===== src/rtl/core/u8u16_pkg.sv =====
// ============================================================================
// u8u16_pkg
// Types and constants shared by the UTF-8 to UTF-16 transcoder modules.
// ============================================================================
package u8u16_pkg;

    // Configuration port
    localparam int unsigned ADDR_W = 3;
    localparam int unsigned DATA_W = 32;
    localparam logic [0:0]  REG_UNIT_LIMIT = 1'b0;
    localparam logic [15:0] UNIT_LIMIT_RST = 16'd255;

    // Code point constants
    localparam logic [15:0] CP_REPL     = 16'hFFFD;
    localparam logic [20:0] CP_MIN3     = 21'h000800;
    localparam logic [20:0] CP_SURR_LO  = 21'h00D800;
    localparam logic [20:0] CP_SURR_HI  = 21'h00DFFF;
    localparam logic [20:0] CP_MIN4     = 21'h010000;
    localparam logic [20:0] CP_MAX      = 21'h10FFFF;
    localparam logic [20:0] CP_BMP_MAX  = 21'h00FFFF;
    localparam logic [15:0] HI_SURR_BASE = 16'hD800;
    localparam logic [15:0] LO_SURR_BASE = 16'hDC00;

    // Main action of one queued item
    typedef enum logic [1:0] {
        KIND_NONE,
        KIND_UNIT,
        KIND_PAIR
    } kind_t;

    // One classified item: replacement units first, then the main action,
    // then the terminator
    typedef struct packed {
        logic [2:0]  nfffd;
        kind_t       kind;
        logic [20:0] cp;
        logic        term;
    } rec_t;

    // Step of the back end on the queue head
    typedef enum logic [2:0] {
        ACT_FFFD,
        ACT_UNIT,
        ACT_HI,
        ACT_LO,
        ACT_END
    } act_t;

    // Sequence length from a lead byte, 0 when the byte cannot lead
    function automatic logic [2:0] lead_len(input logic [7:0] lead);
        logic [2:0] len;
        begin
            len = 3'd0;
            if (lead inside {[8'hC2:8'hDF]})
            begin
                len = 3'd2;
            end
            else if (lead inside {[8'hE0:8'hEF]})
            begin
                len = 3'd3;
            end
            else if (lead inside {[8'hF0:8'hF4]})
            begin
                len = 3'd4;
            end
            return len;
        end
    endfunction

endpackage


===== src/rtl/core/u8u16_front.sv =====
// ============================================================================
// u8u16_front
// Takes one byte per cycle unless the queue is full, tracks held bytes of a
// sequence and queues an item describing the units each byte yields, if any.
// ============================================================================
module u8u16_front
(
    input  logic              clk,
    input  logic              rst_n,
    input  logic              in_valid,
    output logic              in_stall,
    input  logic [7:0]        in_byte,
    input  logic              last,
    input  logic              q_full,
    output logic              q_push,
    output u8u16_pkg::rec_t   q_rec
);
    import u8u16_pkg::*;

    logic [7:0]  pend_reg [3];
    logic [7:0]  pend_next [3];
    logic [1:0]  pcount_reg;
    logic [1:0]  pcount_next;
    logic        ended_reg;
    logic        ended_next;

    logic        accept;
    logic        is_cont;
    logic [2:0]  seq_len;
    logic [20:0] cp2;
    logic [20:0] cp3;
    logic [20:0] cp4;
    logic [20:0] cp_fin;
    logic        ok_fin;
    logic [2:0]  fffd_v;
    kind_t       kind_v;
    logic [20:0] cp_v;
    logic        term_v;

    assign in_stall = q_full;
    assign accept   = in_valid && !q_full;
    assign is_cont  = (in_byte[7:6] == 2'b10);
    assign seq_len  = lead_len(pend_reg[0]);

    // Code point candidates for each sequence length
    assign cp2 = {10'd0, pend_reg[0][4:0], in_byte[5:0]};
    assign cp3 = {5'd0, pend_reg[0][3:0], pend_reg[1][5:0], in_byte[5:0]};
    assign cp4 = {pend_reg[0][2:0], pend_reg[1][5:0], pend_reg[2][5:0], in_byte[5:0]};

    always_comb
    begin
        case (seq_len)
            3'd2:
            begin
                cp_fin = cp2;
                ok_fin = 1'b1;
            end
            3'd3:
            begin
                cp_fin = cp3;
                ok_fin = (cp3 >= CP_MIN3) && !((cp3 >= CP_SURR_LO) && (cp3 <= CP_SURR_HI));
            end
            default:
            begin
                cp_fin = cp4;
                ok_fin = (cp4 >= CP_MIN4) && (cp4 <= CP_MAX);
            end
        endcase
    end

    // Classify the byte
    always_comb
    begin
        fffd_v      = 3'd0;
        kind_v      = KIND_NONE;
        cp_v        = 21'd0;
        term_v      = 1'b0;
        pend_next   = pend_reg;
        pcount_next = pcount_reg;
        if (in_byte == 8'd0)
        begin
            // zero byte: flush and end
            fffd_v      = {1'b0, pcount_reg};
            pcount_next = 2'd0;
            term_v      = 1'b1;
        end
        else
        begin
            if ((pcount_reg != 2'd0) && is_cont)
            begin
                if (({1'b0, pcount_reg} + 3'd1) >= seq_len)
                begin
                    // sequence complete
                    pcount_next = 2'd0;
                    if (!ok_fin)
                    begin
                        fffd_v = seq_len;
                    end
                    else if (cp_fin <= CP_BMP_MAX)
                    begin
                        kind_v = KIND_UNIT;
                        cp_v   = cp_fin;
                    end
                    else
                    begin
                        kind_v = KIND_PAIR;
                        cp_v   = cp_fin;
                    end
                end
                else
                begin
                    pend_next[pcount_reg] = in_byte;
                    pcount_next           = pcount_reg + 2'd1;
                end
            end
            else if (is_cont)
            begin
                // lone continuation byte
                fffd_v = 3'd1;
            end
            else
            begin
                // fresh byte, any held bytes are flushed first
                fffd_v      = {1'b0, pcount_reg};
                pcount_next = 2'd0;
                if (!in_byte[7])
                begin
                    kind_v = KIND_UNIT;
                    cp_v   = {13'd0, in_byte};
                end
                else if (lead_len(in_byte) != 3'd0)
                begin
                    pend_next[0] = in_byte;
                    pcount_next  = 2'd1;
                end
                else
                begin
                    fffd_v = fffd_v + 3'd1;
                end
            end
            if (last)
            begin
                fffd_v      = fffd_v + {1'b0, pcount_next};
                pcount_next = 2'd0;
                term_v      = 1'b1;
            end
        end
    end

    assign ended_next = ended_reg || term_v;

    assign q_rec.nfffd = fffd_v;
    assign q_rec.kind  = kind_v;
    assign q_rec.cp    = cp_v;
    assign q_rec.term  = term_v;
    assign q_push = accept && !ended_reg &&
                    ((fffd_v != 3'd0) || (kind_v != KIND_NONE) || term_v);

    // Control state
    always_ff @(posedge clk or negedge rst_n)
    begin
        if (!rst_n)
        begin
            pcount_reg <= 2'd0;
            ended_reg  <= 1'b0;
        end
        else if (accept && !ended_reg)
        begin
            pcount_reg <= pcount_next;
            ended_reg  <= ended_next;
        end
    end

    // Held bytes
    always_ff @(posedge clk)
    begin
        if (accept && !ended_reg)
        begin
            pend_reg <= pend_next;
        end
    end

endmodule


===== src/rtl/core/u8u16_queue.sv =====
// ============================================================================
// u8u16_queue
// Short queue of classified items between the front and the back end.
// ============================================================================
module u8u16_queue
#(
    parameter int unsigned DEPTH = 4
)
(
    input  logic              clk,
    input  logic              rst_n,
    input  logic              push,
    input  u8u16_pkg::rec_t   push_rec,
    output logic              full,
    input  logic              pop,
    output logic              head_valid,
    output u8u16_pkg::rec_t   head_rec
);
    import u8u16_pkg::*;

    localparam int unsigned AW = (DEPTH > 1) ? $clog2(DEPTH) : 1;
    localparam int unsigned CW = $clog2(DEPTH + 1);

    rec_t            mem_reg [DEPTH];
    logic [AW-1:0]   wr_ptr_reg;
    logic [AW-1:0]   wr_ptr_next;
    logic [AW-1:0]   rd_ptr_reg;
    logic [AW-1:0]   rd_ptr_next;
    logic [CW-1:0]   count_reg;
    logic [CW-1:0]   count_next;
    logic            do_push;
    logic            do_pop;

    assign full       = (count_reg == CW'(DEPTH));
    assign head_valid = (count_reg != '0);
    assign head_rec   = mem_reg[rd_ptr_reg];
    assign do_push    = push && !full;
    assign do_pop     = pop && head_valid;

    // Pointer and count update
    always_comb
    begin
        wr_ptr_next = wr_ptr_reg;
        rd_ptr_next = rd_ptr_reg;
        count_next  = count_reg;
        if (do_push)
        begin
            wr_ptr_next = (wr_ptr_reg == AW'(DEPTH - 1)) ? '0 : wr_ptr_reg + 1'b1;
        end
        if (do_pop)
        begin
            rd_ptr_next = (rd_ptr_reg == AW'(DEPTH - 1)) ? '0 : rd_ptr_reg + 1'b1;
        end
        if (do_push && !do_pop)
        begin
            count_next = count_reg + 1'b1;
        end
        else if (do_pop && !do_push)
        begin
            count_next = count_reg - 1'b1;
        end
    end

    always_ff @(posedge clk or negedge rst_n)
    begin
        if (!rst_n)
        begin
            wr_ptr_reg <= '0;
            rd_ptr_reg <= '0;
            count_reg  <= '0;
        end
        else
        begin
            wr_ptr_reg <= wr_ptr_next;
            rd_ptr_reg <= rd_ptr_next;
            count_reg  <= count_next;
        end
    end

    // Storage
    always_ff @(posedge clk)
    begin
        if (do_push)
        begin
            mem_reg[wr_ptr_reg] <= push_rec;
        end
    end

endmodule


===== src/rtl/core/u8u16_back.sv =====
// ============================================================================
// u8u16_back
// Steps through the queue head one unit per cycle while the output is not
// stalled, applies the unit limit and drives the registered result channel.
// ============================================================================
module u8u16_back
(
    input  logic              clk,
    input  logic              rst_n,
    input  logic              head_valid,
    input  u8u16_pkg::rec_t   head_rec,
    output logic              pop,
    input  logic [15:0]       unit_limit,
    output logic              out_valid,
    input  logic              out_stall,
    output logic [15:0]       code_unit,
    output logic              is_end
);
    import u8u16_pkg::*;

    logic [2:0]  done_cnt_reg;
    logic [2:0]  done_cnt_next;
    logic        main_done_reg;
    logic        main_done_next;
    logic        lo_pend_reg;
    logic        lo_pend_next;
    logic [15:0] written_reg;
    logic [15:0] written_next;
    logic        stopped_reg;
    logic        stopped_next;
    logic        out_valid_reg;
    logic        out_valid_next;
    logic [15:0] unit_reg;
    logic [15:0] unit_next;
    logic        end_reg;
    logic        end_next;

    act_t        act;
    logic        advance;
    logic        emit;
    logic        rec_done;
    logic        fits1;
    logic        fits2;
    logic [20:0] v_full;
    logic [15:0] act_unit;
    logic        act_term;

    assign advance = head_valid && (!out_valid_reg || !out_stall);
    assign v_full  = head_rec.cp - CP_MIN4;
    assign fits1   = (written_reg < unit_limit);
    assign fits2   = (({1'b0, written_reg} + 17'd2) <= {1'b0, unit_limit});

    // Pick the next step on the head item
    always_comb
    begin
        if (done_cnt_reg < head_rec.nfffd)
        begin
            act = ACT_FFFD;
        end
        else if (!main_done_reg && (head_rec.kind == KIND_UNIT))
        begin
            act = ACT_UNIT;
        end
        else if (!main_done_reg && (head_rec.kind == KIND_PAIR))
        begin
            act = ACT_HI;
        end
        else if (lo_pend_reg)
        begin
            act = ACT_LO;
        end
        else
        begin
            act = ACT_END;
        end
    end

    // Step outputs: unit value, limit check, end of item
    always_comb
    begin
        emit         = 1'b0;
        act_unit     = CP_REPL;
        act_term     = 1'b0;
        rec_done     = 1'b0;
        written_next = written_reg;
        stopped_next = stopped_reg;
        case (act)
            ACT_FFFD, ACT_UNIT:
            begin
                act_unit = (act == ACT_FFFD) ? CP_REPL : head_rec.cp[15:0];
                if (!stopped_reg)
                begin
                    if (fits1)
                    begin
                        emit         = 1'b1;
                        written_next = written_reg + 16'd1;
                    end
                    else
                    begin
                        stopped_next = 1'b1;
                    end
                end
                if (act == ACT_FFFD)
                begin
                    rec_done = ((done_cnt_reg + 3'd1) == head_rec.nfffd) &&
                               (head_rec.kind == KIND_NONE) && !head_rec.term;
                end
                else
                begin
                    rec_done = !head_rec.term;
                end
            end
            ACT_HI:
            begin
                act_unit = HI_SURR_BASE + {6'd0, v_full[19:10]};
                if (!stopped_reg)
                begin
                    if (fits2)
                    begin
                        emit         = 1'b1;
                        written_next = written_reg + 16'd2;
                    end
                    else
                    begin
                        stopped_next = 1'b1;
                    end
                end
                rec_done = !emit && !head_rec.term;
            end
            ACT_LO:
            begin
                act_unit = LO_SURR_BASE + {6'd0, v_full[9:0]};
                emit     = 1'b1;
                rec_done = !head_rec.term;
            end
            ACT_END:
            begin
                act_unit = 16'd0;
                act_term = 1'b1;
                emit     = 1'b1;
                rec_done = 1'b1;
            end
            default:
            begin
                rec_done = 1'b1;
            end
        endcase
    end

    // Sequencer state for the head item
    always_comb
    begin
        done_cnt_next  = done_cnt_reg;
        main_done_next = main_done_reg;
        lo_pend_next   = lo_pend_reg;
        if (rec_done)
        begin
            done_cnt_next  = 3'd0;
            main_done_next = 1'b0;
            lo_pend_next   = 1'b0;
        end
        else
        begin
            case (act)
                ACT_FFFD:
                begin
                    done_cnt_next = done_cnt_reg + 3'd1;
                end
                ACT_UNIT:
                begin
                    main_done_next = 1'b1;
                end
                ACT_HI:
                begin
                    main_done_next = 1'b1;
                    lo_pend_next   = emit;
                end
                ACT_LO:
                begin
                    lo_pend_next = 1'b0;
                end
                default:
                begin
                    lo_pend_next = lo_pend_reg;
                end
            endcase
        end
    end

    assign pop = advance && rec_done;

    // Output register
    assign out_valid_next = advance ? emit : (out_valid_reg && out_stall);
    assign unit_next      = (advance && emit) ? act_unit : unit_reg;
    assign end_next       = (advance && emit) ? act_term : end_reg;

    always_ff @(posedge clk or negedge rst_n)
    begin
        if (!rst_n)
        begin
            done_cnt_reg  <= 3'd0;
            main_done_reg <= 1'b0;
            lo_pend_reg   <= 1'b0;
            written_reg   <= 16'd0;
            stopped_reg   <= 1'b0;
            out_valid_reg <= 1'b0;
        end
        else
        begin
            out_valid_reg <= out_valid_next;
            if (advance)
            begin
                done_cnt_reg  <= done_cnt_next;
                main_done_reg <= main_done_next;
                lo_pend_reg   <= lo_pend_next;
                written_reg   <= written_next;
                stopped_reg   <= stopped_next;
            end
        end
    end

    always_ff @(posedge clk)
    begin
        unit_reg <= unit_next;
        end_reg  <= end_next;
    end

    assign out_valid = out_valid_reg;
    assign code_unit = unit_reg;
    assign is_end    = end_reg;

endmodule


===== src/rtl/core/utf8_to_utf16_transcoder_top.sv =====
// ============================================================================
// utf8_to_utf16_transcoder_top
// UTF-8 byte stream in, UTF-16 code units out, with a unit limit register.
// ============================================================================
// Usage:
//   Input channel (in_valid / in_stall / in_byte / last) takes one UTF-8 byte
//   per item. A zero byte or a byte with last set ends the string.
//   Output channel (out_valid / out_stall / code_unit / is_end) gives one
//   UTF-16 code unit per item; the string closes with an item that has
//   is_end set and code_unit zero. Bytes after the end are taken and dropped.
//   Register unit_limit sits at APB address 0; write it only while idle.
// Timing:
//   A byte is classified in the cycle it is taken; its first unit passes
//   through a queue entry and the output register. One byte per cycle is
//   sustained while each byte yields at most one unit and the output is not
//   stalled. A byte holds the sequencer one step per unit it emits or drops
//   at the limit (a dropped pair takes one) plus one for a terminator; a
//   four-entry queue between classifier and sequencer absorbs such bursts.
// Reset and stall:
//   rst_n clears the held bytes, unit count, stop and end flags; the limit
//   returns to 255. A stalled output holds its item; when the queue fills,
//   in_stall rises until the sequencer drains an entry.
// ============================================================================
module utf8_to_utf16_transcoder_top
#(
    parameter int unsigned QUEUE_DEPTH = 4
)
(
    input  logic                            clk,
    input  logic                            rst_n,
    // APB configuration
    input  logic                            psel,
    input  logic                            penable,
    input  logic                            pwrite,
    input  logic [u8u16_pkg::ADDR_W-1:0]    paddr,
    input  logic [u8u16_pkg::DATA_W-1:0]    pwdata,
    output logic [u8u16_pkg::DATA_W-1:0]    prdata,
    output logic                            pready,
    // byte input
    input  logic                            in_valid,
    output logic                            in_stall,
    input  logic [7:0]                      in_byte,
    input  logic                            last,
    // unit output
    output logic                            out_valid,
    input  logic                            out_stall,
    output logic [15:0]                     code_unit,
    output logic                            is_end
);
    import u8u16_pkg::*;

    logic [15:0] unit_limit_reg;
    logic [15:0] unit_limit_next;
    logic        cfg_wr;
    logic        q_full;
    logic        q_push;
    rec_t        q_rec;
    logic        q_pop;
    logic        head_valid;
    rec_t        head_rec;

    // Configuration register
    assign pready = 1'b1;
    assign cfg_wr = psel && penable && pwrite && pready &&
                    (paddr[2:2] == REG_UNIT_LIMIT);
    assign unit_limit_next = cfg_wr ? pwdata[15:0] : unit_limit_reg;
    assign prdata = (paddr[2:2] == REG_UNIT_LIMIT) ?
                    {{(DATA_W - 16){1'b0}}, unit_limit_reg} : '0;

    always_ff @(posedge clk or negedge rst_n)
    begin
        if (!rst_n)
        begin
            unit_limit_reg <= UNIT_LIMIT_RST;
        end
        else
        begin
            unit_limit_reg <= unit_limit_next;
        end
    end

    u8u16_front u_front
    (
        .clk      (clk),
        .rst_n    (rst_n),
        .in_valid (in_valid),
        .in_stall (in_stall),
        .in_byte  (in_byte),
        .last     (last),
        .q_full   (q_full),
        .q_push   (q_push),
        .q_rec    (q_rec)
    );

    u8u16_queue #(
        .DEPTH (QUEUE_DEPTH)
    ) u_queue
    (
        .clk        (clk),
        .rst_n      (rst_n),
        .push       (q_push),
        .push_rec   (q_rec),
        .full       (q_full),
        .pop        (q_pop),
        .head_valid (head_valid),
        .head_rec   (head_rec)
    );

    u8u16_back u_back
    (
        .clk        (clk),
        .rst_n      (rst_n),
        .head_valid (head_valid),
        .head_rec   (head_rec),
        .pop        (q_pop),
        .unit_limit (unit_limit_reg),
        .out_valid  (out_valid),
        .out_stall  (out_stall),
        .code_unit  (code_unit),
        .is_end     (is_end)
    );

endmodule


===== config.mk =====
export PLATFORM = sky130hd
export DESIGN_NAME = utf8_to_utf16_transcoder_top
export DESIGN_NICKNAME = d
export VERILOG_FILES = /design/src/rtl/core/u8u16_pkg.sv /design/src/rtl/core/u8u16_front.sv /design/src/rtl/core/u8u16_queue.sv /design/src/rtl/core/u8u16_back.sv /design/src/rtl/core/utf8_to_utf16_transcoder_top.sv
export SDC_FILE = /design/constraint.sdc
export NUM_CORES = 1
export LEC_CHECK = 0
export ABC_CLOCK_PERIOD_IN_PS = 7260
export BUFFER_PORTS_ARGS = -buffer_cell sky130_fd_sc_hd__buf_2
export CAP_MARGIN = 20
export CORE_AREA = 2 2 289 148
export CTS_BUF_LIST = sky130_fd_sc_hd__clkbuf_4
export DETAILED_ROUTE_END_ITERATION = 7
export DIE_AREA = 0 0 291 150
export PLACE_DENSITY = 0.48
export SLEW_MARGIN = 20
export SYNTH_ARGS = -nofsm -noshare
export SYNTH_HDL_FRONTEND = slang
export SYNTH_HIERARCHICAL = 1
export SYNTH_SLANG_ARGS = --single-unit

===== constraint.sdc =====
create_clock -name clk -period 7.26 [get_ports clk]
set_input_delay 1.815 -clock clk [delete_from_list [all_inputs] [get_ports clk]]
set_output_delay 1.815 -clock clk [all_outputs]
set_load 0.05 [all_outputs]

After elaboration in Yosys (flattened, before gate mapping):

Memory sizes are Yosys's and may differ from the RTL's.
Cells that the tools add are included.
W data, S select, Z words.

* flip-flop bits (word level): 90
* word-level logic and storage cells: 239
* input bits: 51
* memories: 1
* output and inout port bits: 52
* bits in writable memories: 108

Memory list
* u_queue.mem_reg: words 4, width 27, rd ports 1, clocked after memory_dff 0, wr ports 1, RTL line u8u16_queue.sv:24 `rec_t mem_reg [DEPTH];`

* add/sub/neg operators: 14
* reduce and logical (&&, ||, !) cells: 69
* order comparisons: 24
* equality and inequality tests: 19
* bitwise operators: 4
* muxes and demuxes: 91

Operators with widths (count)
* $mux W21: 5
* $mux W16: 6
* $mux W3: 27
* $pmux W16 S4: 1
* $ge A8 B8 Y1 const B: 6
* $le A8 B8 Y1 const B: 6
* $pmux W21 S2: 1
* $mux W8: 5
* $add A15 B11 Y16 const A: 2
* $pmux W16 S2: 1
* $logic_and A1 B1 Y1: 30
* $mux W2: 15
* $bwmux W24: 1
* $mux W24: 1
* $ge A21 B17 Y1 const B: 1
* $le A21 B16 Y1 const B: 1
* $le A21 B21 Y1 const B: 1
* $mux W1: 21
* $sub A20 B17 Y20 const B: 1
* $add A16 B2 Y17 const B: 1
* $le A17 B16 Y1: 1
* $add A16 B1 Y16 const B: 1
* $add A16 B2 Y16 const B: 1
* $demux W8 S2: 1
* other kinds (37): 84

Logic depth before layout (Yosys ltp):

Gate-level depths: netlist (run 1).

* word-level depth: 27
* mapped depth: 23
* depth with buffers taken out: 22

Cells and area by module:

Netlist (run 1), hierarchy kept.

Modules (own cells, without submodules)
* u8u16_queue: sequential area each 3418.3 um^2, cells an instance 178, instances 1, area each 4355.4 um^2
* u8u16_back: sequential area each 1086.0 um^2, cells an instance 343, instances 1, area each 3170.5 um^2
* u8u16_front: sequential area each 675.6 um^2, cells an instance 183, instances 1, area each 1726.7 um^2
* utf8_to_utf16_transcoder_top: sequential area each 410.4 um^2, cells an instance 70, instances 1, area each 909.6 um^2

Least setup slack after synthesis (run 1):

Ideal clock, no wire load.

* path type: input to register
* start: input port in_byte[2]
* end: memory u_queue/mem_reg[3][0] in the netlist's numbering, enable pin
* stages: 12
* setup time: 411 ps
* path buffers: 1
* data required time: 6849 ps
* arrival time: 5283 ps
* path slack: 1566 ps
* cells stage by stage: or2_1 > and4b_1 > clkbuf_1 > o2111ai_1 > or3b_2 > fa_1 > inv_1 > a21oi_1 > o21ai_2 > a31oi_1 > nand2_1 > nor2_1

* longest elaborated chain between the ends: 25
* elaborated cells on any way between the ends: 59
* those cells by class: add/sub (1); order compare (12); mux (31); reduce/logical (15)

RTL lines
* from (decl): RTL line utf8_to_utf16_transcoder_top.sv:42 `input logic [7:0] in_byte,`
* $ge A8 B8 Y1 or $le A8 B8 Y1 (tied branches): RTL line u8u16_pkg.sv:62 `else if (lead inside {[8'hF0:8'hF4]})`
* $logic_and A1 B1 Y1: RTL line u8u16_pkg.sv:62
* $mux W3: RTL line u8u16_pkg.sv:62
* $mux W3: RTL line u8u16_pkg.sv:58 `else if (lead inside {[8'hE0:8'hEF]})`
* $mux W3: RTL line u8u16_pkg.sv:54 `if (lead inside {[8'hC2:8'hDF]})`
* $mux W3: RTL line u8u16_front.sv:126 `if (!in_byte[7])`
* $mux W3: RTL line u8u16_front.sv:116 `else if (is_cont)`
* $mux W3: RTL line u8u16_front.sv:89 `if ((pcount_reg != 2'd0) && is_cont)`
* [10 not listed]
* $reduce_bool A3 Y1: RTL line u8u16_front.sv:157 `((fffd_v != 3'd0) || (kind_v != KIND_NONE) || term_v);`
* $logic_or A1 B1 Y1: RTL line u8u16_front.sv:157
* $logic_or A1 B1 Y1 *: RTL line u8u16_front.sv:157
* $logic_and A1 B1 Y1 *: RTL line u8u16_front.sv:156 `assign q_push = accept && !ended_reg &&`
* net q_push: RTL line utf8_to_utf16_transcoder_top.sv:56 `logic q_push;`
* $logic_and A1 B1 Y1 *: RTL line u8u16_queue.sv:37 `assign do_push = push && !full;`
* $mux W1 *: RTL line u8u16_queue.sv:83 `if (do_push)`
* $mux W1 (implied by the code) *: RTL line u8u16_queue.sv:85 `mem_reg[wr_ptr_reg] <= push_rec;`
* to (decl): RTL line u8u16_queue.sv:24

The timed path passes the listed nets; every way through them passes the cells marked *. The select of a mux whose other input is x is not followed.

Worst setup path in the final report (run 1):

* start: input port in_byte[7]
* end: register u_queue.count_reg[2]

* longest elaborated chain between the ends: 26
* elaborated cells on any way between the ends: 49
* those cells by class: add/sub (1); order compare (6); eq/ne (1); mux (25); reduce/logical (16)

RTL lines
* $ge A8 B8 Y1 or $le A8 B8 Y1 (tied branches): RTL line u8u16_pkg.sv:62
* $logic_and A1 B1 Y1: RTL line u8u16_pkg.sv:62
* $mux W3: RTL line u8u16_pkg.sv:62
* $mux W3: RTL line u8u16_pkg.sv:58
* $mux W3: RTL line u8u16_pkg.sv:54
* $mux W3: RTL line u8u16_front.sv:126
* $mux W3: RTL line u8u16_front.sv:116
* $mux W3: RTL line u8u16_front.sv:89
* [12 not listed]
* $logic_or A1 B1 Y1 *: RTL line u8u16_front.sv:157
* $logic_and A1 B1 Y1 *: RTL line u8u16_front.sv:156
* net q_push: RTL line utf8_to_utf16_transcoder_top.sv:56
* $logic_and A1 B1 Y1 *: RTL line u8u16_queue.sv:37
* net u_queue.do_push: RTL line u8u16_queue.sv:31 `logic do_push;`
* $logic_not A1 Y1: RTL line u8u16_queue.sv:58 `else if (do_pop && !do_push)`
* $logic_and A1 B1 Y1: RTL line u8u16_queue.sv:58
* $reduce_bool A2 Y1 (no line)
* to (signal assigned): RTL line u8u16_queue.sv:76 `count_reg <= count_next;`
* to (decl): RTL line u8u16_queue.sv:29 `logic [CW-1:0] count_reg;`

Marked as above.
A chain may end at the register's enable or synchronous reset.

==> results of run 1 <==
## layout make-up
cell class,count,share of cell area (%)
multi-input cells,513,37.27
inverters,38,1.270
clock inverters,15,1.704
well taps,550,6.126
repair buffers,77,3.765
flip-flops and latches,190,48.71
diodes,1,0.02228
clock buffers,17,1.136
## path summary, 6_finish.rpt
path / depth (start not counted) / to / slack (ns)
setup / recovery: 19 / u_queue/count_reg[2]$_DFFE_PN0P_ / 1.78
hold / removal: 1 / u_front/ended_reg$_DFFE_PN0P_ / 0.50
setup reg to reg: 19 / u_queue/count_reg[2]$_DFFE_PN0P_ / 1.78
hold reg to reg: 1 / u_front/ended_reg$_DFFE_PN0P_ / 0.50
max in group asynchronous: 2 / u_queue/rd_ptr_reg[0]$_DFFE_PN0P_ / 5.43
min in group asynchronous: 2 / unit_limit_reg[13]$_DFFE_PN0P_ / 1.31
## where the power goes
group,leakage [uW],internal [uW],switching (uW)
clock,0.000167,195,444
sequential,0.00185,1400,119
combinational,0.00225,596,1070
total,0.00427,2190,1630
## cells in the final DEF (no fill, tap or decap), drive strengths merged, types with 22 or more instances in the layout
cell,count
nand2,43
buf,77
mux4,26
nor2,46
mux2,23
and2,22
a21oi,31
inv,45
ha,52
dfrtp,41
o21ai,27
edfxtp,141
## worst reg2reg max path, cell delays in order, from the launching register on
cell	delay, ns
edfxtp_1	0.56
or4_1	0.61
o2111ai_1	0.20
buf_4	0.23
ha_1	0.28
a31oi_1	0.47
o32ai_1	0.15
or3b_2	0.53
fa_1	0.55
inv_1	0.04
a21oi_1	0.16
o21ai_2	0.08
a31oi_1	0.18
nor2b_2	0.28
ha_1	0.24
inv_1	0.06
fa_1	0.37
xor2_1	0.15
nor2_1	0.12
xor2_1	0.15
## metal layers
layer | global-route usage, % | up-vias | part of all wire [%]
li1 | - | 3000 | -
met5 | 0 | - | 0
met1 | 19.74 | 3159 | 57
met3 | 3.668 | 14 | 5.7
met2 | 14.38 | 135 | 37
met4 | 2.306 | 0 | 0.64
## stage by stage
step           hold slack (ns)  cell area, sq um  util (%)
2_1_floorplan           0.4433             10070         -
3_3_place_gp            0.4545             10890     26.36
3_5_place_dp            0.4674             10890     26.36
4_1_cts                 0.5056             11210     27.14
5_1_grt                 0.5351             11230     27.18
6_report                0.4990             11230     27.19
==> results.md, run 1 <==
* Overall Power at 3824 uW
* Period utilisation layout at 75.54%
* Setup crit start kind: input pin
* Antenna violations before repair at 2
* Total CTS buffers at 17
* Fmax at 0.1823 GHz
* Cts repair resizes at 0
* Area of the multi-input gates at 4187 sq um
* Hold_sp: u_front/ended_reg$_DFFE_PN0P_
* H-tree depth at 4
* Worst-case clock buffer depth at 2
* Share of cells above drive strength 1 at 22.94%
* Slowest stage delay, CP at 0.59 ns
* CP Max Fanout at 13
* Routed len/inst at 17.85 microns
* CP max stage cell: a311oi_1
* Buffers on Ports at 67
* Placement Setup Slack at 1.214 ns
* Power Density at 340.4 nW/um^2
* FP Rows at 53
* Final HPWL DP at 18,330 microns
* First-pass GRT wire length at 38,450 microns
* Nets at 942
* Setup TNS Final at 0 ns
* Syn Inst Count at 768
* Synth-to-Final Area Change at 12.18%
* Fin cells at 1,401
* Vias in the first global route at 6,135
* Clock Skew at 0.02608 ns
* Post-synthesis cell area at 10,010 sq um
* RSZ-0062 raised after global routing: no
* CP arrival at 6.04 ns
* Worst-Margin Slew at 1.137 ns
* Peak VDD IR at 0.0001361 V
* Final setup fails at 0
* Clk slew on worst S/H paths at 0.16 ns
* Largest net degree at the start of global routing at 50
* Yosys warns at 6
* Max reg flops at 104
* Syn_area_per_cell at 13.04 sq um
* WP buf/inv at 4
* Minimum clock period at 5.484 ns
* Root buf cell: clkbuf_4
* Core footprint at 41,310 sq um
* First-pass iteration count of the detailed router at 4
* CP delay by family, top: adder cells
* Clock sinks at 190
* Crit. Startpoint: in_byte[7]
* Critical path's most frequent cell: inv_1
* Die Height at 150 microns
* Remaining antenna violation count at 0
* CTS tree: done
* Die area at 43,650 sq um
* FF-to-FF Start: u_front/cp2[7]$_DFFE_PP_
* CP Cell Sequence: buf_2 > or3b_1 > a311oi_1 > a211oi_1 > nand3b_1 > inv_1 > ha_1 > fa_1 > inv_1 > a21oi_1 > o21ai_2 > a31oi_1 > nor2b_2 > ha_1 > inv_1 > fa_1 > xor2_1 > nor2_1 > xor2_1
* Detail-routed via count per cell at 4.502
* DRC Markers at 0
* Global Route Usage Sum at 11.94%
* Worst setup margin at 1.776 ns
* Clock latency on the worst-skew pair at 0.63 ns
* HP Class: register to register
* # Post-CTS Setup Buffers at 0
* Filler instances at 4,263
* Crit Path Category: input pin to register
* Slew Limit Fails at 0
* Die X at 291 microns
* Initial Util at 24.24%
* Post-cts hold buffer count at 0
* Status: finished clean
* Max Cap Violations at 0
* I/O Pins at 103
* Placed insts at 1,367
* Critical path endpoint category: register
* Slew headroom at 24.23%
* Placer Congestion at 0.8065
* Iteration-0 DRC Markers at 549
* Final wirelength at 25,010 microns
* Leak pwr at 0.004270 uW
* Register cell area after layout at 5472 sq um
* Vias at 6,308
* Worst Path Required at 7.81 ns
* Remaining global-route overflow at 0
* Final Hold Viols at 0
(Power assumes the default switching activity.)
==> run 2, diff against run 1 <==
- ABC_CLOCK_PERIOD_IN_PS: 7260 -> 4460
- PLACE_DENSITY: 0.48 -> 0.49
- clock period: 7.26 -> 4.46 ns (I/O delays scaled with it)
==> results.md, run 2 (synthesized netlist as in run 1, its figures left out) <==
* Detail-routed via count per cell at 4.462
* Slew Limit Fails at 0
* Core Util, Final at 28.99%
* Leak pwr at 0.004701 uW
* HP Class: register to register
* CP Max Fanout at 4
* Slew headroom at 41.84%
* Placed cell area at 11,590 sq um
* Worst-Margin Slew at 0.8725 ns
* First-pass iteration count of the detailed router at 4
* Final wirelength at 25,700 microns
* Routed len/inst at 17.32 microns
* Vias in the first global route at 6,427
* CP endpoint: u_queue/count_reg[2]$_DFFE_PN0P_
* Antenna violations before repair at 1
* Worst r2r path cells at 21
* Power Density at 541.5 nW/um^2
* Worst Path Required at 4.99 ns
* Fmax at 0.2248 GHz
* RSZ-0062 raised after global routing: yes
* Clock power share at 15.3%
* Clock sinks at 190
* Crit. Startpoint: u_front/cp2[9]$_DFFE_PP_
* Final HPWL DP at 19,410 microns
* Final setup fails at 0
* Minimum clock period at 4.448 ns
* Initial Util at 24.24%
* Most common cell after layout, fill and taps aside: edfxtp_1
* Setup slack, reg-to-reg at 0.01 ns
* Die area at 43,650 sq um
* Net load switching power at 2688 uW
* Worst setup margin at 0.01187 ns
* Setup crit start kind: register
* Clock Skew at 0.03075 ns
* Hold path depth at 1
* Filler instances at 4,244
* GR peak layer: met1
* Peak VDD IR at 0.0002532 V
* Die X at 291 microns
* Overall Power at 6486 uW
* Critical path endpoint category: register
* CP arrival at 4.97 ns
* Global Route Usage Sum at 12.14%
* DRC Markers at 0
* Int Power at 3798 uW
* Die Height at 150 microns
* Final Hold Viols at 0
* Core footprint at 41,310 sq um
* Fin cells at 1,484
* Largest net degree at the start of global routing at 27
* Total CTS buffers at 17
* GRT met2 Usage at 14.40%
* Remaining global-route overflow at 0
* Clock latency on the worst-skew pair at 0.61 ns
* Share of cells above drive strength 1 at 31.40%
* FF-to-FF Start: u_front/cp2[9]$_DFFE_PP_
* First-pass GRT wire length at 39,480 microns
* Status: finished clean
* Worst-case clock buffer depth at 2
* Max reg flops at 104
* I/O Pins at 103
* Placer Congestion at 0.7951
* Synth-to-Final Area Change at 19.62%
* Placed insts at 1,441
* Crit Path Category: register to register
* Combinational share of power at 46.8%
* Post-route cell area at 11,980 sq um
* Met1 GRT Util at 20.66%
* FP Rows at 53
* Max Cap Violations at 0
* Clk slew on worst S/H paths at 0.18 ns
* Iteration-0 DRC Markers at 617
* Sw Ratio at 41.44%
* H-tree depth at 4
* Placement Setup Slack at -0.1755 ns
* M3 GR Usage at 2.569%
* Vias at 6,622
* CTS tree: done
* Buffers on Ports at 67
* Remaining antenna violation count at 0
* Most frequent cells in the layout: edfxtp_1 (141), buf_4 (88), buf_2 (67)
* Root buf cell: clkbuf_4
* Nets at 1,025
* Period utilisation layout at 99.73%
* Sequential Power Share at 37.9%
* FF-to-FF End: u_queue/count_reg[2]$_DFFE_PN0P_
[run 2: changes by cell type in the layout (fill, tap and decap cells not counted), moves of 4 or more]
cell	before	now
buf_4	9	88
buf_12	1	5
clkinv_2	0	4
clkinv_8	4	0
inv_8	4	0
[run 2: critical path, stage by stage, from the launching register on]
cell,delay [ns]
edfxtp_1,0.51
or4_4,0.49
o2111ai_4,0.29
ha_4,0.16
a21o_1,0.13
a31o_2,0.13
nor3_2,0.04
a211o_1,0.24
o211a_1,0.16
ha_2,0.18
fa_1,0.47
inv_1,0.04
a21oi_2,0.13
o21ai_2,0.08
a31oi_2,0.16
nor2b_4,0.21
ha_4,0.15
inv_2,0.03
fa_2,0.32
xor2_1,0.14
nor2_1,0.11
xor2_1,0.16
[run 2: through the flow]
step / hold slack [ns] / TNS, ns
floorplan: 0.4433 / 0
global placement: 0.4548 / -0.3140
detailed placement: 0.4835 / -0.3077
CTS: 0.4653 / 0
global route: 0.5072 / -0.2820
finish: 0.5111 / 0
[run 2: power by group through the flow]
stage | sequential, uW | combinational [uW] | clock, uW
floorplan | 2750 | 1780 | 0
global placement | 2490 | 2970 | 0
detailed placement | 2500 | 2980 | 0
CTS | 2460 | 3010 | 1040
global route | 2500 | 3300 | 1110
finish | 2460 | 3030 | 996
[run 2: area by class of cell]
cell class	count	area, sq um	share of cell area [%]
antenna	1	2.502	0.02089
clock buffer	17	127.6	1.065
clock inverter	15	153.9	1.285
inverter	38	142.6	1.191
multi-input combinational	513	4295	35.86
sequential	190	5472	45.68
tap	550	688.2	5.745
timing repair buffer	160	1096	9.151
[run 2: what timing repair did]
| item | CTS | global route |
|---|---|---|
| hold buffers | 0 | 0 |
| resized for setup | 3 | 3 |
| pin swaps | 11 | 4 |
| buffers inserted | 7 | 3 |
| setup endpoints to repair | 2 | 80 |
[run 2: how the worst min path moves through the flow]
stage | end | start | slack, ns
after floorplan | u_front/ended_reg$_DFFE_PN0P_ | u_front/ended_reg$_DFFE_PN0P_ | 0.44
after global placement | u_front/ended_reg$_DFFE_PN0P_ | u_front/ended_reg$_DFFE_PN0P_ | 0.45
after detailed placement | u_front/ended_reg$_DFFE_PN0P_ | u_front/ended_reg$_DFFE_PN0P_ | 0.48
after CTS | u_queue/wr_ptr_reg[0]$_DFFE_PN0P_ | rst_n | 0.47
after global routing | u_queue/count_reg[1]$_DFFE_PN0P_ | rst_n | 0.51
final | u_front/ended_reg$_DFFE_PN0P_ | u_front/ended_reg$_DFFE_PN0P_ | 0.51
[run 2: metal layers]
layer | vias to the layer above | part of all wire, %
met4 | 0 | 0.71
li1 | 3159 | -
met5 | - | 0
met3 | 17 | 4.9
met2 | 146 | 35
met1 | 3300 | 59
==> run 3, diff against run 2 <==
- RECOVER_POWER: default -> 100
==> results.md, run 3 (synthesized netlist as in run 1, its figures left out) <==
* Buffers on Ports at 67
* Int Power at 3796 uW
* Max reg flops at 104
* Core Util, Final at 28.95%
* Final HPWL DP at 19,410 microns
* Setup crit start kind: register
* FF-to-FF End: u_queue/count_reg[2]$_DFFE_PN0P_
* Synth-to-Final Area Change at 19.43%
* Final Hold Viols at 0
* Slew Limit Fails at 0
* Worst r2r path cells at 21
* H-tree depth at 4
* Setup slack, reg-to-reg at 0.02 ns
* CTS tree: done
* Clock Skew at 0.03105 ns
* Post-cts hold buffer count at 0
* Final setup fails at 0
* Die Height at 150 microns
* Hold_sp: u_queue/count_reg[2]$_DFFE_PN0P_
* Period utilisation layout at 99.60%
* Clock latency on the worst-skew pair at 0.61 ns
* Remaining global-route overflow at 0
* Setup TNS Final at 0 ns
* Leak pwr at 0.004678 uW
* DRC Markers at 0
* CP arrival at 4.97 ns
* Most frequent cells in the layout: edfxtp_1 (141), buf_4 (84), buf_2 (64)
* RSZ-0062 raised after global routing: yes
* Crit Path Category: register to register
* CP Max Fanout at 4
* Iteration-0 DRC Markers at 603
* Slew headroom at 42.59%
* Worst-Margin Slew at 0.8553 ns
* Combinational share of power at 46.8%
* Detail-routed via count per cell at 4.472
* Most common cell after layout, fill and taps aside: edfxtp_1
* Fmax at 0.2251 GHz
* Worst setup margin at 0.01794 ns
* Power Density at 541.9 nW/um^2
* Worst Path Required at 4.98 ns
* Minimum clock period at 4.442 ns
* Net load switching power at 2684 uW
* First-pass GRT wire length at 39,480 microns
* First-pass iteration count of the detailed router at 5
* Hold path endpoint: u_queue/count_reg[2]$_DFFE_PN0P_
* Largest net degree at the start of global routing at 27
* Placement Setup Slack at -0.1755 ns
* Initial Util at 24.24%
* FF-to-FF Start: u_front/cp2[9]$_DFFE_PP_
* FP Rows at 53
* Total CTS buffers at 17
* Share of cells above drive strength 1 at 30.65%
* Global Route Usage Sum at 12.14%
* Core footprint at 41,310 sq um
* Hold path depth at 1
* Worst-case clock buffer depth at 2
* Antenna violations before repair at 1
* Final wirelength at 25,620 microns
* Routed len/inst at 17.26 microns
* Vias in the first global route at 6,427
* Max Cap Violations at 0
* Remaining antenna violation count at 0
* Filler instances at 4,248
* Sequential Power Share at 37.9%
* Clk slew on worst S/H paths at 0.18 ns
* Post-route cell area at 11,960 sq um
* Die area at 43,650 sq um
* I/O Pins at 103
* Peak VDD IR at 0.0002517 V
* Nets at 1,025
* Root buf cell: clkbuf_4
* Clock sinks at 190
* Vias at 6,637
* Placed cell area at 11,590 sq um
* HP Class: register to register
* Clock power share at 15.3%
* Sw Ratio at 41.42%
* Status: finished clean
* Placer Congestion at 0.7951
* Die X at 291 microns
* Critical path endpoint category: register
[run 3: area by class of cell]
class                           count  area [sq um]  share of cell area (%)
Tap cell                          550         688.2                   5.754
Inverter                           38         142.6                   1.193
Timing Repair Buffer              160          1077                   9.008
Clock inverter                     15         153.9                   1.287
Clock buffer                       17         127.6                   1.067
Antenna cell                        1         2.502                 0.02092
Multi-Input combinational cell    513          4295                   35.92
Sequential cell                   190          5472                   45.75
[run 3: worst max path at each step]
| stage | startpoint | to | slack [ns] | cells after the start |
|---|---|---|---|---|
| after floorplan | u_front/cp2[8]$_DFFE_PP_ | u_queue/count_reg[2]$_DFFE_PN0P_ | 0.002 | 22 |
| after global placement | u_back/written_reg[1]$_DFFE_PN0P_ | u_queue/count_reg[2]$_DFFE_PN0P_ | -0.17 | 20 |
| final | u_front/cp2[9]$_DFFE_PP_ | u_queue/count_reg[2]$_DFFE_PN0P_ | 0.02 | 21 |
| after global routing | u_front/cp2[8]$_DFFE_PP_ | u_queue/count_reg[2]$_DFFE_PN0P_ | -0.17 | 21 |
| after CTS | u_front/cp2[7]$_DFFE_PP_ | u_queue/count_reg[2]$_DFFE_PN0P_ | 0.01 | 21 |
| after detailed placement | u_back/written_reg[1]$_DFFE_PN0P_ | u_queue/count_reg[2]$_DFFE_PN0P_ | -0.18 | 20 |
[run 3: what timing repair did]
action / CTS / global route
pin swaps: 11 / 4
endpoints found under the setup margin: 2 / 80
resized for setup: 3 / 3
buffers inserted: 7 / 3
endpoints found under the hold margin: 0 / 0
[run 3: layer usage]
layer	share of wire, %	global-route usage, %
met1	58	20.66
met2	35	14.40
met4	0.72	3.135
met5	0	0
met3	5.5	2.569
[run 3: critical path, stage by stage, from the launching register on]
cell and delay, ns:
edfxtp_1 0.52, or4_4 0.49, o2111ai_4 0.29, ha_4 0.17, a21o_1 0.13, a31o_2 0.12, nor3_2 0.04, a211o_1 0.24
o211a_1 0.16, ha_2 0.18, fa_1 0.47, inv_1 0.04, a21oi_2 0.13, o21ai_2 0.08, a31oi_2 0.16, nor2b_4 0.21
ha_4 0.15, inv_2 0.03, fa_2 0.32, xor2_1 0.14, nor2_1 0.11, xor2_1 0.16
[run 3: stage by stage]
step           std cells  hold slack (ns)  total power (uW)
6_report            1484           0.5100              6480
3_5_place_dp        1441           0.4835              5485
4_1_cts             1480           0.4653              6521
2_1_floorplan        783           0.4433              4523
3_3_place_gp        1441           0.4548              5469
5_1_grt             1483           0.5072              6899
[run 3: power groups by stage]
stage	registers, uW	logic [uW]	clock network [uW]
global route	2500	3300	1110
finish	2460	3030	991
global placement	2490	2970	0
detailed placement	2500	2980	0
floorplan	2750	1780	0
CTS	2460	3010	1040
